==> config.mk <==
export PLATFORM = sky130hd
export DESIGN_NAME = grid_dda_column_raycaster_core
export DESIGN_NICKNAME = d
export VERILOG_FILES = /design/src/design/gdrc_pkg.sv /design/src/design/grid_dda_column_raycaster_core.sv /design/src/design/gdrc_div.sv /design/src/design/gdrc_datapath.sv /design/src/design/gdrc_ctrl.sv
export SDC_FILE = /design/constraint.sdc
export NUM_CORES = 2
export LEC_CHECK = 0
export BUFFER_PORTS_ARGS = -buffer_cell sky130_fd_sc_hd__buf_2
export CAP_MARGIN = 10
export CORE_MARGIN = 1.5
export CORE_UTILIZATION = 60
export CTS_BUF_LIST = sky130_fd_sc_hd__clkbuf_8 sky130_fd_sc_hd__clkbuf_16
export CTS_CLUSTER_SIZE = 25
export DETAILED_ROUTE_END_ITERATION = 16
export HOLD_SLACK_MARGIN = 0.05
export PLACE_DENSITY_LB_ADDON = 0.12
export RECOVER_POWER = 50
export REMOVE_ABC_BUFFERS = 1
export SYNTH_ARGS = -nofsm -noshare
export SYNTH_HDL_FRONTEND = slang
export SYNTH_HIERARCHICAL = 1
export SYNTH_SLANG_ARGS = --single-unit
==> constraint.sdc <==
create_clock -name clk -period 10.4 [get_ports clk]
set_clock_uncertainty 0.2 [all_clocks]
set_input_delay 0.52 -clock clk [delete_from_list [all_inputs] [get_ports clk]]
set_output_delay 0.52 -clock clk [all_outputs]
set_load 0.02 [all_outputs]
==> src/design/gdrc_pkg.sv <==
// Shared types, widths and constants of the grid DDA column ray caster.
package gdrc_pkg;

	localparam int CFG_IDX_W = 3;
	localparam int CFG_DW    = 64;
	localparam int COL_W     = 10;
	localparam int ROW_W     = 9;
	localparam int SHADE_W   = 8;

	localparam int DIV_NW    = 32;   // dividend and quotient width
	localparam int DIV_DW    = 40;   // divisor width
	localparam int DIV_CNT_W = 6;

	localparam int CAM_W     = 27;   // camera coordinate, Q.14 signed
	localparam int CAM_SH    = 22;   // reciprocal shift for the camera coordinate
	localparam int PROD_W    = 16 + CAM_W;
	localparam int RAY_W     = 30;   // ray component, Q.14 signed
	localparam int DELTA_W   = 32;   // step distance, Q.16
	localparam int DIST_W    = 40;   // side distance accumulators, Q.16
	localparam int CELL_W    = 5;    // map coordinate, two's complement
	localparam int MAP_IDX_W = 3;
	localparam int FRAC_W    = 13;
	localparam int CAM_ONE   = 16384;

	localparam logic [DELTA_W-1:0] DELTA_SAT = 32'h8000_0000;
	localparam logic [SHADE_W-1:0] SHADE_X   = 8'd255;
	localparam logic [SHADE_W-1:0] SHADE_Y   = 8'd128;

	typedef enum logic [CFG_IDX_W-1:0] {
		REG_POS_X,
		REG_POS_Y,
		REG_DIR_X,
		REG_DIR_Y,
		REG_PLANE_X,
		REG_PLANE_Y,
		REG_MAP_WALLS
	} cfg_reg_t;

	typedef struct packed {
		logic [15:0] pos_x;
		logic [15:0] pos_y;
		logic [15:0] dir_x;
		logic [15:0] dir_y;
		logic [15:0] plane_x;
		logic [15:0] plane_y;
		logic [63:0] map_walls;
	} cfg_t;

	typedef enum logic [1:0] {
		DIV_DX,
		DIV_DY,
		DIV_LH
	} div_sel_t;

	typedef enum logic [3:0] {
		S_IDLE,
		S_CAM,
		S_RAY_MUL,
		S_RAY_ADD,
		S_DX_GO,
		S_DX_WAIT,
		S_DY_GO,
		S_DY_WAIT,
		S_SIDE,
		S_WALK,
		S_LH_GO,
		S_LH_WAIT,
		S_FIN
	} state_t;

	typedef struct packed {
		logic     load;
		logic     cam_calc;
		logic     div_start;
		div_sel_t div_sel;
		logic     ray_mul;
		logic     ray_add;
		logic     side_mul;
		logic     walk_step;
		logic     finish;
	} cmd_t;

	typedef struct packed {
		logic div_done;
		logic walk_end;
		logic hit;
	} sts_t;

endpackage

==> src/design/grid_dda_column_raycaster_core.sv <==
// Top level of the grid DDA column ray caster: config registers and core.
//
// One column is cast per transfer: raise start with column while busy is low.
// The camera coordinate comes from a constant reciprocal multiply, the ray is
// built from it and walked through the 8x8 wall map one cell per clock, and
// the wall stripe rows, side, shade and hit flag come back on done for exactly
// one clock; the receiver cannot stall, so it must take the result in that
// cycle. A single divider, retiring one quotient bit per clock, computes both
// step distances and, on a hit only, the stripe height. The walk gives up
// after MAX_STEPS cells without a wall. Busy drops with the strobe, so the
// next column can be accepted at the edge ending the strobe.
// Write the configuration registers only while busy is low; writes land at once.
module grid_dda_column_raycaster_core #(
	parameter int SCREEN_WIDTH  = 640,
	parameter int SCREEN_HEIGHT = 480,
	parameter int MAP_SIZE      = 8,
	parameter int MAX_STEPS     = 16
) (
	input  logic                              clk,
	input  logic                              arst_n,
	input  logic                              cfg_we,
	input  logic [gdrc_pkg::CFG_IDX_W-1:0]    cfg_index,
	input  logic [gdrc_pkg::CFG_DW-1:0]       cfg_wdata,
	input  logic                              start,
	input  logic [gdrc_pkg::COL_W-1:0]        column,
	output logic                              busy,
	output logic                              done,
	output logic [gdrc_pkg::COL_W-1:0]        column_out,
	output logic [gdrc_pkg::ROW_W-1:0]        draw_start,
	output logic [gdrc_pkg::ROW_W-1:0]        draw_end,
	output logic                              wall_side,
	output logic [gdrc_pkg::SHADE_W-1:0]      wall_shade,
	output logic                              wall_found
);
	gdrc_pkg::cfg_t cfg_q;
	gdrc_pkg::cmd_t cmd;
	gdrc_pkg::sts_t sts;

	// config registers; indexes past the map word are ignored
	always_ff @(posedge clk or negedge arst_n) begin
		if (!arst_n) begin
			cfg_q.pos_x     <= 16'd12288;
			cfg_q.pos_y     <= 16'd12288;
			cfg_q.dir_x     <= 16'd16384;
			cfg_q.dir_y     <= 16'd0;
			cfg_q.plane_x   <= 16'd0;
			cfg_q.plane_y   <= 16'd10813;
			cfg_q.map_walls <= 64'd18411205116194816511;
		end else if (cfg_we) begin
			case (gdrc_pkg::cfg_reg_t'(cfg_index))
				gdrc_pkg::REG_POS_X:     cfg_q.pos_x     <= cfg_wdata[15:0];
				gdrc_pkg::REG_POS_Y:     cfg_q.pos_y     <= cfg_wdata[15:0];
				gdrc_pkg::REG_DIR_X:     cfg_q.dir_x     <= cfg_wdata[15:0];
				gdrc_pkg::REG_DIR_Y:     cfg_q.dir_y     <= cfg_wdata[15:0];
				gdrc_pkg::REG_PLANE_X:   cfg_q.plane_x   <= cfg_wdata[15:0];
				gdrc_pkg::REG_PLANE_Y:   cfg_q.plane_y   <= cfg_wdata[15:0];
				gdrc_pkg::REG_MAP_WALLS: cfg_q.map_walls <= cfg_wdata;
				default: ;
			endcase
		end
	end

	// sequencer
	gdrc_ctrl u_ctrl (
		.clk    (clk),
		.arst_n (arst_n),
		.start  (start),
		.sts    (sts),
		.cmd    (cmd),
		.busy   (busy)
	);

	// arithmetic, walk and result registers
	gdrc_datapath #(
		.SCREEN_WIDTH  (SCREEN_WIDTH),
		.SCREEN_HEIGHT (SCREEN_HEIGHT),
		.MAP_SIZE      (MAP_SIZE),
		.MAX_STEPS     (MAX_STEPS)
	) u_dp (
		.clk        (clk),
		.arst_n     (arst_n),
		.cmd        (cmd),
		.cfg        (cfg_q),
		.column     (column),
		.sts        (sts),
		.done       (done),
		.column_out (column_out),
		.draw_start (draw_start),
		.draw_end   (draw_end),
		.wall_side  (wall_side),
		.wall_shade (wall_shade),
		.wall_found (wall_found)
	);
endmodule

==> src/design/gdrc_div.sv <==
// Restoring unsigned divider, one quotient bit per clock.
module gdrc_div (
	input  logic                          clk,
	input  logic                          arst_n,
	input  logic                          start,
	input  logic [gdrc_pkg::DIV_NW-1:0]   dividend,
	input  logic [gdrc_pkg::DIV_DW-1:0]   divisor,
	output logic                          done,
	output logic [gdrc_pkg::DIV_NW-1:0]   quotient
);
	localparam int NW = gdrc_pkg::DIV_NW;
	localparam int DW = gdrc_pkg::DIV_DW;
	localparam int CW = gdrc_pkg::DIV_CNT_W;

	logic          active_q;
	logic          done_q;
	logic [CW-1:0] cnt_q;
	logic [DW-1:0] rem_q;
	logic [DW-1:0] dsr_q;
	logic [NW-1:0] quo_q;
	logic [DW:0]   shifted;
	logic          ge;

	assign shifted = {rem_q, quo_q[NW-1]};
	assign ge      = shifted >= {1'b0, dsr_q};

	always_ff @(posedge clk or negedge arst_n) begin
		if (!arst_n) begin
			active_q <= 1'b0;
			done_q   <= 1'b0;
			cnt_q    <= '0;
		end else begin
			done_q <= 1'b0;
			if (start) begin
				active_q <= 1'b1;
				cnt_q    <= '0;
			end else if (active_q) begin
				cnt_q <= cnt_q + CW'(1);
				if (cnt_q == CW'(NW - 1)) begin
					active_q <= 1'b0;
					done_q   <= 1'b1;
				end
			end
		end
	end

	always_ff @(posedge clk) begin
		if (start) begin
			rem_q <= '0;
			dsr_q <= divisor;
			quo_q <= dividend;
		end else if (active_q) begin
			rem_q <= ge ? DW'(shifted - {1'b0, dsr_q}) : shifted[DW-1:0];
			quo_q <= {quo_q[NW-2:0], ge};
		end
	end

	assign done     = done_q;
	assign quotient = quo_q;
endmodule

==> src/design/gdrc_datapath.sv <==
// Ray caster datapath: camera and ray math, DDA walk, stripe height.
module gdrc_datapath #(
	parameter int SCREEN_WIDTH  = 640,
	parameter int SCREEN_HEIGHT = 480,
	parameter int MAP_SIZE      = 8,
	parameter int MAX_STEPS     = 16
) (
	input  logic                           clk,
	input  logic                           arst_n,
	input  gdrc_pkg::cmd_t                 cmd,
	input  gdrc_pkg::cfg_t                 cfg,
	input  logic [gdrc_pkg::COL_W-1:0]     column,
	output gdrc_pkg::sts_t                 sts,
	output logic                           done,
	output logic [gdrc_pkg::COL_W-1:0]     column_out,
	output logic [gdrc_pkg::ROW_W-1:0]     draw_start,
	output logic [gdrc_pkg::ROW_W-1:0]     draw_end,
	output logic                           wall_side,
	output logic [gdrc_pkg::SHADE_W-1:0]   wall_shade,
	output logic                           wall_found
);
	localparam int NW     = gdrc_pkg::DIV_NW;
	localparam int DW     = gdrc_pkg::DIV_DW;
	localparam int CAM_W  = gdrc_pkg::CAM_W;
	localparam int CAM_SH = gdrc_pkg::CAM_SH;
	localparam int PROD_W = gdrc_pkg::PROD_W;
	localparam int RAY_W  = gdrc_pkg::RAY_W;
	localparam int DL_W   = gdrc_pkg::DELTA_W;
	localparam int DS_W   = gdrc_pkg::DIST_W;
	localparam int CELL_W = gdrc_pkg::CELL_W;
	localparam int FR_W   = gdrc_pkg::FRAC_W;
	localparam int MI_W   = gdrc_pkg::MAP_IDX_W;
	localparam int COL_W  = gdrc_pkg::COL_W;
	localparam int ROW_W  = gdrc_pkg::ROW_W;
	localparam int SP_W   = DL_W + FR_W + 1;
	localparam int STEP_W = $clog2(MAX_STEPS + 1);
	localparam int CP_W   = 48;

	localparam logic [STEP_W-1:0] STEP_LIMIT = STEP_W'(MAX_STEPS);
	localparam logic [NW-1:0]     LH_NUM     = NW'(SCREEN_HEIGHT) << 16;
	localparam logic [NW-1:0]     LH_FULL    = NW'(2 * SCREEN_HEIGHT);
	localparam logic [NW-1:0]     HALF_H     = NW'(SCREEN_HEIGHT / 2);
	localparam logic [NW-1:0]     ROWS       = NW'(SCREEN_HEIGHT);
	localparam logic [NW-1:0]     LAST_ROW   = NW'(SCREEN_HEIGHT - 1);
	localparam logic [NW-1:0]     RECIP_NUM  = NW'(1) << 30;
	// col * 2^15 / width as col * ceil(2^37 / width) >> 22, exact for 10-bit col
	localparam logic [CP_W-1:0]   CAM_MUL    = CP_W'(((64'd1 << (15 + CAM_SH))
		+ 64'(SCREEN_WIDTH) - 64'd1) / 64'(SCREEN_WIDTH));

	logic [COL_W-1:0]         col_q;
	logic [CAM_W-1:0]         cam_q;
	logic signed [PROD_W-1:0] prodx_q, prody_q;
	logic signed [RAY_W-1:0]  rx_q, ry_q;
	logic [DL_W-1:0]          dx_q, dy_q;
	logic [DS_W-1:0]          sdx_q, sdy_q;
	logic [CELL_W-1:0]        mx_q, my_q;
	logic                     negx_q, negy_q;
	logic [STEP_W-1:0]        n_q;
	logic                     side_q;
	logic [NW-1:0]            lh_q;
	logic                     done_q;

	logic [CP_W-1:0]  cam_prod;
	logic [RAY_W-1:0] rx_abs, ry_abs;
	logic [DS_W-1:0]  perp;
	logic [NW-1:0]    div_num;
	logic [DW-1:0]    div_den;
	logic             div_done;
	logic [NW-1:0]    quot;
	logic [FR_W:0]    opx, opy;
	logic [SP_W-1:0]  spx, spy;
	logic             off_map;
	logic             hit_c;
	logic [NW-1:0]    half, ds_c, de_c, de_sum;

	assign cam_prod = CP_W'(col_q) * CAM_MUL;

	assign rx_abs = rx_q[RAY_W-1] ? RAY_W'(0) - $unsigned(rx_q) : $unsigned(rx_q);
	assign ry_abs = ry_q[RAY_W-1] ? RAY_W'(0) - $unsigned(ry_q) : $unsigned(ry_q);
	assign perp   = side_q ? sdy_q - DS_W'(dy_q) : sdx_q - DS_W'(dx_q);

	always_comb begin
		case (cmd.div_sel)
			gdrc_pkg::DIV_DX: begin
				div_num = RECIP_NUM;
				div_den = DW'(rx_abs);
			end
			gdrc_pkg::DIV_DY: begin
				div_num = RECIP_NUM;
				div_den = DW'(ry_abs);
			end
			default: begin
				div_num = LH_NUM;
				div_den = perp;
			end
		endcase
	end

	gdrc_div u_div (
		.clk      (clk),
		.arst_n   (arst_n),
		.start    (cmd.div_start),
		.dividend (div_num),
		.divisor  (div_den),
		.done     (div_done),
		.quotient (quot)
	);

	// distance from the position to the first cell border, times delta
	assign opx = negx_q ? {1'b0, cfg.pos_x[FR_W-1:0]}
		: (FR_W+1)'(1 << FR_W) - {1'b0, cfg.pos_x[FR_W-1:0]};
	assign opy = negy_q ? {1'b0, cfg.pos_y[FR_W-1:0]}
		: (FR_W+1)'(1 << FR_W) - {1'b0, cfg.pos_y[FR_W-1:0]};
	assign spx = SP_W'(opx) * SP_W'(dx_q);
	assign spy = SP_W'(opy) * SP_W'(dy_q);

	// cells outside the map count as walls; start cell is never tested
	assign off_map = mx_q[CELL_W-1] || my_q[CELL_W-1]
		|| (mx_q >= CELL_W'(MAP_SIZE)) || (my_q >= CELL_W'(MAP_SIZE));
	assign hit_c = (n_q != '0)
		&& (off_map || cfg.map_walls[{mx_q[MI_W-1:0], my_q[MI_W-1:0]}]);

	assign sts.div_done = div_done;
	assign sts.walk_end = hit_c || (n_q == STEP_LIMIT);
	assign sts.hit      = hit_c;

	assign half   = lh_q >> 1;
	assign ds_c   = (half >= HALF_H) ? '0 : HALF_H - half;
	assign de_sum = half + HALF_H;
	assign de_c   = (de_sum >= ROWS) ? LAST_ROW : de_sum;

	always_ff @(posedge clk) begin
		if (cmd.load)
			col_q <= column;
		if (cmd.cam_calc)
			cam_q <= CAM_W'(cam_prod >> CAM_SH) - CAM_W'(gdrc_pkg::CAM_ONE);
		if (div_done) begin
			case (cmd.div_sel)
				gdrc_pkg::DIV_DX:  dx_q <= (rx_abs == '0) ? gdrc_pkg::DELTA_SAT : quot;
				gdrc_pkg::DIV_DY:  dy_q <= (ry_abs == '0) ? gdrc_pkg::DELTA_SAT : quot;
				default:           lh_q <= (perp == '0) ? LH_FULL : quot;
			endcase
		end
		if (cmd.ray_mul) begin
			prodx_q <= $signed(cfg.plane_x) * $signed(cam_q);
			prody_q <= $signed(cfg.plane_y) * $signed(cam_q);
		end
		if (cmd.ray_add) begin
			rx_q <= RAY_W'($signed(cfg.dir_x) + (prodx_q >>> 14));
			ry_q <= RAY_W'($signed(cfg.dir_y) + (prody_q >>> 14));
		end
		if (cmd.ray_add) begin
			negx_q <= 1'b0;
			negy_q <= 1'b0;
		end
		if (cmd.side_mul) begin
			sdx_q <= DS_W'(spx >> FR_W);
			sdy_q <= DS_W'(spy >> FR_W);
			mx_q  <= CELL_W'(cfg.pos_x[15:FR_W]);
			my_q  <= CELL_W'(cfg.pos_y[15:FR_W]);
			n_q   <= '0;
			side_q <= 1'b0;
		end
		if (cmd.walk_step) begin
			// ties step the y axis
			if (sdx_q < sdy_q) begin
				sdx_q  <= sdx_q + DS_W'(dx_q);
				mx_q   <= negx_q ? mx_q - CELL_W'(1) : mx_q + CELL_W'(1);
				side_q <= 1'b0;
			end else begin
				sdy_q  <= sdy_q + DS_W'(dy_q);
				my_q   <= negy_q ? my_q - CELL_W'(1) : my_q + CELL_W'(1);
				side_q <= 1'b1;
			end
			n_q <= n_q + STEP_W'(1);
		end
		if (cmd.div_start && cmd.div_sel == gdrc_pkg::DIV_DX) begin
			negx_q <= rx_q[RAY_W-1];
			negy_q <= ry_q[RAY_W-1];
		end
		if (cmd.finish) begin
			column_out <= col_q;
			wall_found <= hit_c;
			if (hit_c) begin
				draw_start <= ds_c[ROW_W-1:0];
				draw_end   <= de_c[ROW_W-1:0];
				wall_side  <= side_q;
				wall_shade <= side_q ? gdrc_pkg::SHADE_Y : gdrc_pkg::SHADE_X;
			end else begin
				draw_start <= '0;
				draw_end   <= '0;
				wall_side  <= 1'b0;
				wall_shade <= '0;
			end
		end
	end

	always_ff @(posedge clk or negedge arst_n) begin
		if (!arst_n)
			done_q <= 1'b0;
		else
			done_q <= cmd.finish;
	end

	assign done = done_q;
endmodule

==> src/design/gdrc_ctrl.sv <==
// Ray caster sequencer: orders the divisions, multiplies and the grid walk.
module gdrc_ctrl (
	input  logic           clk,
	input  logic           arst_n,
	input  logic           start,
	input  gdrc_pkg::sts_t sts,
	output gdrc_pkg::cmd_t cmd,
	output logic           busy
);
	gdrc_pkg::state_t state_q, state_d;

	always_ff @(posedge clk or negedge arst_n) begin
		if (!arst_n)
			state_q <= gdrc_pkg::S_IDLE;
		else
			state_q <= state_d;
	end

	always_comb begin
		state_d     = state_q;
		cmd         = '0;
		cmd.div_sel = gdrc_pkg::DIV_DX;
		unique case (state_q)
			gdrc_pkg::S_IDLE: begin
				cmd.load = start;
				if (start)
					state_d = gdrc_pkg::S_CAM;
			end
			gdrc_pkg::S_CAM: begin
				cmd.cam_calc = 1'b1;
				state_d = gdrc_pkg::S_RAY_MUL;
			end
			gdrc_pkg::S_RAY_MUL: begin
				cmd.ray_mul = 1'b1;
				state_d = gdrc_pkg::S_RAY_ADD;
			end
			gdrc_pkg::S_RAY_ADD: begin
				cmd.ray_add = 1'b1;
				state_d = gdrc_pkg::S_DX_GO;
			end
			gdrc_pkg::S_DX_GO: begin
				cmd.div_sel   = gdrc_pkg::DIV_DX;
				cmd.div_start = 1'b1;
				state_d = gdrc_pkg::S_DX_WAIT;
			end
			gdrc_pkg::S_DX_WAIT: begin
				cmd.div_sel = gdrc_pkg::DIV_DX;
				if (sts.div_done)
					state_d = gdrc_pkg::S_DY_GO;
			end
			gdrc_pkg::S_DY_GO: begin
				cmd.div_sel   = gdrc_pkg::DIV_DY;
				cmd.div_start = 1'b1;
				state_d = gdrc_pkg::S_DY_WAIT;
			end
			gdrc_pkg::S_DY_WAIT: begin
				cmd.div_sel = gdrc_pkg::DIV_DY;
				if (sts.div_done)
					state_d = gdrc_pkg::S_SIDE;
			end
			gdrc_pkg::S_SIDE: begin
				cmd.side_mul = 1'b1;
				state_d = gdrc_pkg::S_WALK;
			end
			gdrc_pkg::S_WALK: begin
				if (!sts.walk_end)
					cmd.walk_step = 1'b1;
				else if (sts.hit)
					state_d = gdrc_pkg::S_LH_GO;
				else
					state_d = gdrc_pkg::S_FIN;
			end
			gdrc_pkg::S_LH_GO: begin
				cmd.div_sel   = gdrc_pkg::DIV_LH;
				cmd.div_start = 1'b1;
				state_d = gdrc_pkg::S_LH_WAIT;
			end
			gdrc_pkg::S_LH_WAIT: begin
				cmd.div_sel = gdrc_pkg::DIV_LH;
				if (sts.div_done)
					state_d = gdrc_pkg::S_FIN;
			end
			gdrc_pkg::S_FIN: begin
				cmd.finish = 1'b1;
				state_d = gdrc_pkg::S_IDLE;
			end
			default: state_d = gdrc_pkg::S_IDLE;
		endcase
	end

	assign busy = state_q != gdrc_pkg::S_IDLE;
endmodule

## After elaboration in Yosys (flattened, before gate mapping)

Cells that the tools add are included.

- Mux-type cells: 61
- Add/sub/neg operators: 20
- $lt $le $gt $ge: 7
- Bitwise logic cells: 2
- Multiply operators: 5
- Reduce and logical (&&, ||, !) cells: 35
- Equal/unequal tests: 26

Operators with widths:

| operator | count |
|---|---|
| 40-bit 2-to-1 mux | 8 |
| 14-bit by 32-bit multiplier with 46-bit output | 2 |
| 40-bit by 32-bit adder with 40-bit output | 2 |
| 40-bit case mux with 2 select lines | 1 |
| 40-bit by 32-bit subtractor with 40-bit output | 2 |
| 16-bit by 17-bit multiplier with 33-bit output | 2 |
| 32-bit 2-to-1 mux | 2 |
| 16-bit by 29-bit adder with 30-bit output | 2 |
| 30-bit logical NOT | 2 |
| 30-bit 2-to-1 mux | 2 |
| 1-bit by 30-bit subtractor with 30-bit output (first input constant) | 2 |
| 5-bit 2-to-1 mux | 10 |
| 4-bit case mux with 12 select lines | 1 |
| 41-bit by 40-bit greater-or-equal comparator with 1-bit output | 1 |
| 40-bit logical NOT | 1 |
| 40-bit < comparator | 1 |
| 40-bit subtractor | 1 |
| 10-bit by 28-bit multiplier with 38-bit output (second input constant) | 1 |
| 31-bit by 8-bit adder with 32-bit output (second input constant) | 1 |
| 32-bit by 9-bit greater-or-equal comparator with 1-bit output (second input constant) | 1 |
| 31-bit by 8-bit greater-or-equal comparator with 1-bit output (second input constant) | 1 |
| 31-bit 2-to-1 mux | 1 |
| 14-bit 2-to-1 mux | 2 |
| 14-bit by 13-bit subtractor with 14-bit output (first input constant) | 2 |
| other kinds (40) | 105 |

- Input port bits: 81
- Logic and storage cells: 195
- Output and inout bits: 40
- Register bits: 690

## Longest topological paths before layout

- Word-level depth: 9
- Depth in mapped cells: 32
- Depth with buffers taken out: 31

## Cells and area by module

The synthesis kept the hierarchy.

Modules (own cells, without submodules):

| module | area each (um^2) | cells each | seq. area each (um^2) | times used |
|---|---|---|---|---|
| gdrc_datapath | 74,825.5 | 8,411 | 9,634.2 | 1 |
| gdrc_div | 7,504.7 | 746 | 3,163.0 | 1 |
| grid_dda_column_raycaster_core | 6,109.6 | 344 | 4,065.1 | 1 |
| gdrc_ctrl | 401.6 | 50 | 100.1 | 1 |

## Worst setup path before layout

No wires, ideal clock.

- Path type: register -> register
- Start point: register cfg_q[128] (netlist bit)
- End point: register u_dp.sdy_q[25]
- Period minus slack after synthesis: 8,093 ps
- Setup slack: 2,307 ps
- Stages on the path, launching flop included: 31
- Path buffers: 2
- Arrival time: 7,760 ps
- Library setup time: 132 ps
- Required time: 10,068 ps
- Cells stage by stage: dfrtp_1 > clkbuf_1 > clkinv_1 > ha_1 > nand2_1 > nor3_1 > nor2_1 > xor2_1 > clkbuf_1 > nand2_1 > fa_1 > inv_1 > fa_1 > fa_1 > fa_1 > fa_1 > inv_1 > fa_1 > inv_1 > ha_1 > a21o_1 > a21o_1 > a221oi_1 > a21boi_0 > o31ai_1 > a41o_1 > a21bo_2 > or2_2 > xor2_1 > a211oi_1 > a21oi_1

- Word-level cells in the longest chain between the ends: 6

RTL lines:

| element | RTL line | text |
|---|---|---|
| from (decl) | grid_dda_column_raycaster_core.sv:35 | `gdrc_pkg::cfg_t cfg_q;` |
| 14-bit by 13-bit subtractor with 14-bit output | gdrc_datapath.sv:113 | `: (FR_W+1)'(1 << FR_W) - {1'b0, cfg.pos_y[FR_W-1:0]};` |
| 14-bit 2-to-1 mux * | gdrc_datapath.sv:112 | `assign opy = negy_q ? {1'b0, cfg.pos_y[FR_W-1:0]}` |
| 14-bit by 32-bit multiplier with 46-bit output * | gdrc_datapath.sv:115 | `assign spy = SP_W'(opy) * SP_W'(dy_q);` |
| 40-bit 2-to-1 mux * | gdrc_datapath.sv:156 | `if (cmd.side_mul) begin` |
| 40-bit 2-to-1 mux | gdrc_datapath.sv:166 | `if (sdx_q < sdy_q) begin` |
| 40-bit 2-to-1 mux * | gdrc_datapath.sv:164 | `if (cmd.walk_step) begin` |
| to (signal assigned) | gdrc_datapath.sv:158 | `sdy_q <= DS_W'(spy >> FR_W);` |
| to (signal assigned) | gdrc_datapath.sv:171 | `sdy_q <= sdy_q + DS_W'(dy_q);` |
| to (decl) | gdrc_datapath.sv:55 | `logic [DS_W-1:0] sdx_q, sdy_q;` |

Mark *: on every way between the ends. The rest lies on a longest branch, timed or not.
A chain may end at the register's enable or synchronous reset.

## Worst setup path after layout

- Start point: register cfg_q[128] (netlist bit)
- End point: register u_dp.sdy_q[32]

The elaborated chain is that of the path after synthesis.

==> metrics <==
run status finished with violations; failing checks max-capacitance violations, max-slew violations; reg-to-reg endpoint u_dp/sdy_q[32]$_DFF_P_; highest clock rate roughly 100 MHz; Final Critical Period 9.55 ns; Synth async-reset ratio 27.2%; first-pass GRT wire length 408 mm; Port Buffers 120; io pins 121; most frequent cells in the layout 1647 x inv_1, 1301 x fa_1, 1146 x nand2_1, 712 x ha_1, 566 x nor2_1; largest net degree at the start of global routing around 130; WHS Path Cells 2; initial core utilization 60.3%; vias in the first global route around 70000; max-cap viol count 7; DRC viols 0; Pins Over Slew Limit about 510; Sink Count 635; die width a little under 400 um; clock buffer depth 3; wire per inst 23.0 um; min-delay src cfg_wdata[13]; headroom to the max-slew limit -392%; Syn Area/Cell 9.30 um^2; synth top area cells fa_1 29%, edfxtp_1 11%, ha_1 10%; Setup crit start cfg_q[128]$_DFFE_PN0P_; clk_lat worst skew 0.72 ns; CTS Buf Count 76; number of nets in the layout 11600; die area 150000 um^2; synthesized flop and latch total 635; chip height 388 um; total global-route track usage 35.5%; Row Count 141; Setup CP Type reg2reg; Max Fanout on Critical Path 27; ys flop type edfxtp_1; Core ar. about 150000 um^2; Clock transition at path regs ~0.070 ns; TritonCTS clock tree built; DP HPWL a little over 200 mm; Finish-stage setup viols 0; reg2reg path depth 26; share of layout cells above drive strength 1 under 10%; Post-Route WL between 200 and 300 mm; Hold Path Sink cfg_q[77]$_DFFE_PN1P_; count of cell types in the netlist 126; worst path arrival time 9.91 ns; most used cell, CP fa_1; routability congestion estimate 0.995; grt total ovfl 0; Synth Instances ~9600; Yosys warnings 6; final worst-path cycle share 91.8%; setup slack, reg-to-reg ~0.85 ns; cts repair resizes 0; area leader, netlist fa_1; setup tns final 0 ns; area share of the largest cell type after synthesis 29.3%; H-tree depth 3; Post-Syn Area 88800 um^2; critical path required time 10.76 ns; Seq/Total Area, Yosys 19.1%; initial antenna violation count 16; most common library cell in the layout ignoring fill and taps inv_1; Pre-Repair DR Iteration Count 6; DR vias 67900; layout overhead on the synthesized area 5.76%; min-delay worst type in2reg; Slowest Stage Delay on Critical Path 0.90 ns; Max stage delay cell, worst path xor2_2; Worst-Margin Slew 7.38 ns; CTS Root Cell clkbuf_16; DR vias/cell 5.92; DRT iter0 DRCs 5199; RSZ-0062 raised after global routing false; final antenna-violating net count 0; EDFF count, synth 332; Hold Vio Cnt, Final 0; reg2reg start cfg_q[128]$_DFFE_PN0P_; Setup crit end kind register; Startpoint Class register
worst max-delay path by stage:
| stage | slack [ns] | to | depth (start not counted) |
|---|---|---|---|
| after floorplan | 0.77 | u_dp/sdy_q[25]$_DFF_P_ | 26 |
| after global placement | 1.13 | u_dp/sdy_q[25]$_DFF_P_ | 27 |
| after detailed placement | 1.02 | u_dp/sdy_q[32]$_DFF_P_ | 27 |
| after CTS | 1.02 | u_dp/sdy_q[32]$_DFF_P_ | 26 |
| after global routing | 0.48 | u_dp/sdy_q[32]$_DFF_P_ | 26 |
| final | 0.85 | u_dp/sdy_q[32]$_DFF_P_ | 26 |
cell usage after synthesis (all sizes together), types with 20 or more instances:
library cell,n
inv,1624
fa,1301
nand2,1146
ha,712
nor2,570
and2,492
a21oi,382
clkbuf,377
edfxtp,332
o21ai,273
xnor2,250
mux2,198
xor2,147
dfxtp,130
nor3,128
dfrtp,124
a21o,98
nand2b,90
nand3,88
mux2i,87
a211oi,76
buf,75
nor2b,75
nand4,58
dfstp,49
o31ai,48
a31oi,47
nor4,40
o211ai,38
o21a,38
o21bai,37
and3,34
or3,26
or2,24
nor3b,23
mux4,21
or4,20
metrics by stage:
step | hold WS [ns] | instance area, um^2 | worst slack, ns | utilization, % | cells
finish | 0.128 | 94000 | 0.848 | 63.8 | 11500
global route | 0.102 | 93900 | 0.482 | 63.8 | 11500
CTS | 0.0795 | 94100 | 1.02 | 63.9 | 11500
detailed placement | 0.260 | 91000 | 1.02 | 61.8 | 11300
global placement | 0.247 | 91000 | 1.13 | 61.8 | 11300
floorplan | 0.0244 | 87000 | 0.774 | - | 9125
layout make-up:
cell class,instances,area (um^2)
Tap cell,1930,2410
Fill cell,12200,53400
Antenna cell,7,17.5
Sequential cell,635,17000
Inverter,1628,6110
Clock inverter,59,513
Clock buffer,79,1940
Multi-Input combinational cell,6862,64200
Timing Repair Buffer,273,1830
worst max-delay path: cells and delay by family (launching register included):
family                     cells  cell delay, ns
AOI/OAI and AO/OA              8            2.82
xor gates and xnor gates       1            0.90
adders and majority gates      8            3.77
buffers and inverters          5            0.77
DFF                            1            0.32
muxes                          1            0.23
and+or+nand+nor                3            0.42
per-layer routing:
| metal | track usage [%] | vias up | wire length (um) |
|---|---|---|---|
| li1 | - | 30400 | - |
| met1 | 45.5 | 34000 | 104000 |
| met2 | 58.2 | 2798 | 125000 |
| met3 | 6.73 | 646 | 21300 |
| met4 | 16.8 | 10 | 14100 |
| met5 | 0 | - | 58 |
repair_timing:
action	4_1_cts	5_1_grt
hold buffers	59	0
buffers inserted	0	0
endpoints found under the hold margin	133	0
kinds of logic (layout without fill, tap and decap cells):
kind of cell	Yosys count	in the layout	synth area share (%)
adder cells (fa/ha/maj)	2013	2013	39.3
multiplexers	306	306	4.03
other	1	34	0.00422
XOR/XNOR	397	397	3.91
AO/OA/AOI/OAI	1244	1244	9.07
buffers and inverters	2080	2039	9.05
AND/OR/NAND/NOR	2875	2875	15.5
flip-flops	635	635	19.1
sequential cells by signal, indices dropped and copies added, names as in the netlist, 10 cells and up:
name and cells:
u_dp/u_div/rem_q 40, u_dp/prodx_q 19, u_dp/dy_q 32, u_dp/sdy_q 40, u_dp/column_out 10, u_dp/sdx_q 40
u_dp/lh_q 31, u_dp/dx_q 32, u_dp/u_div/dsr_q 40, u_dp/col_q 10, u_dp/ry_q 30, u_dp/prody_q 19
u_dp/cam_q 17, u_dp/rx_q 30, u_dp/u_div/quotient 32, cfg_q 160
Power is left out: the tool's default activity adds up to more than one toggle a clock period on the data nets, which glitch-free logic cannot reach.
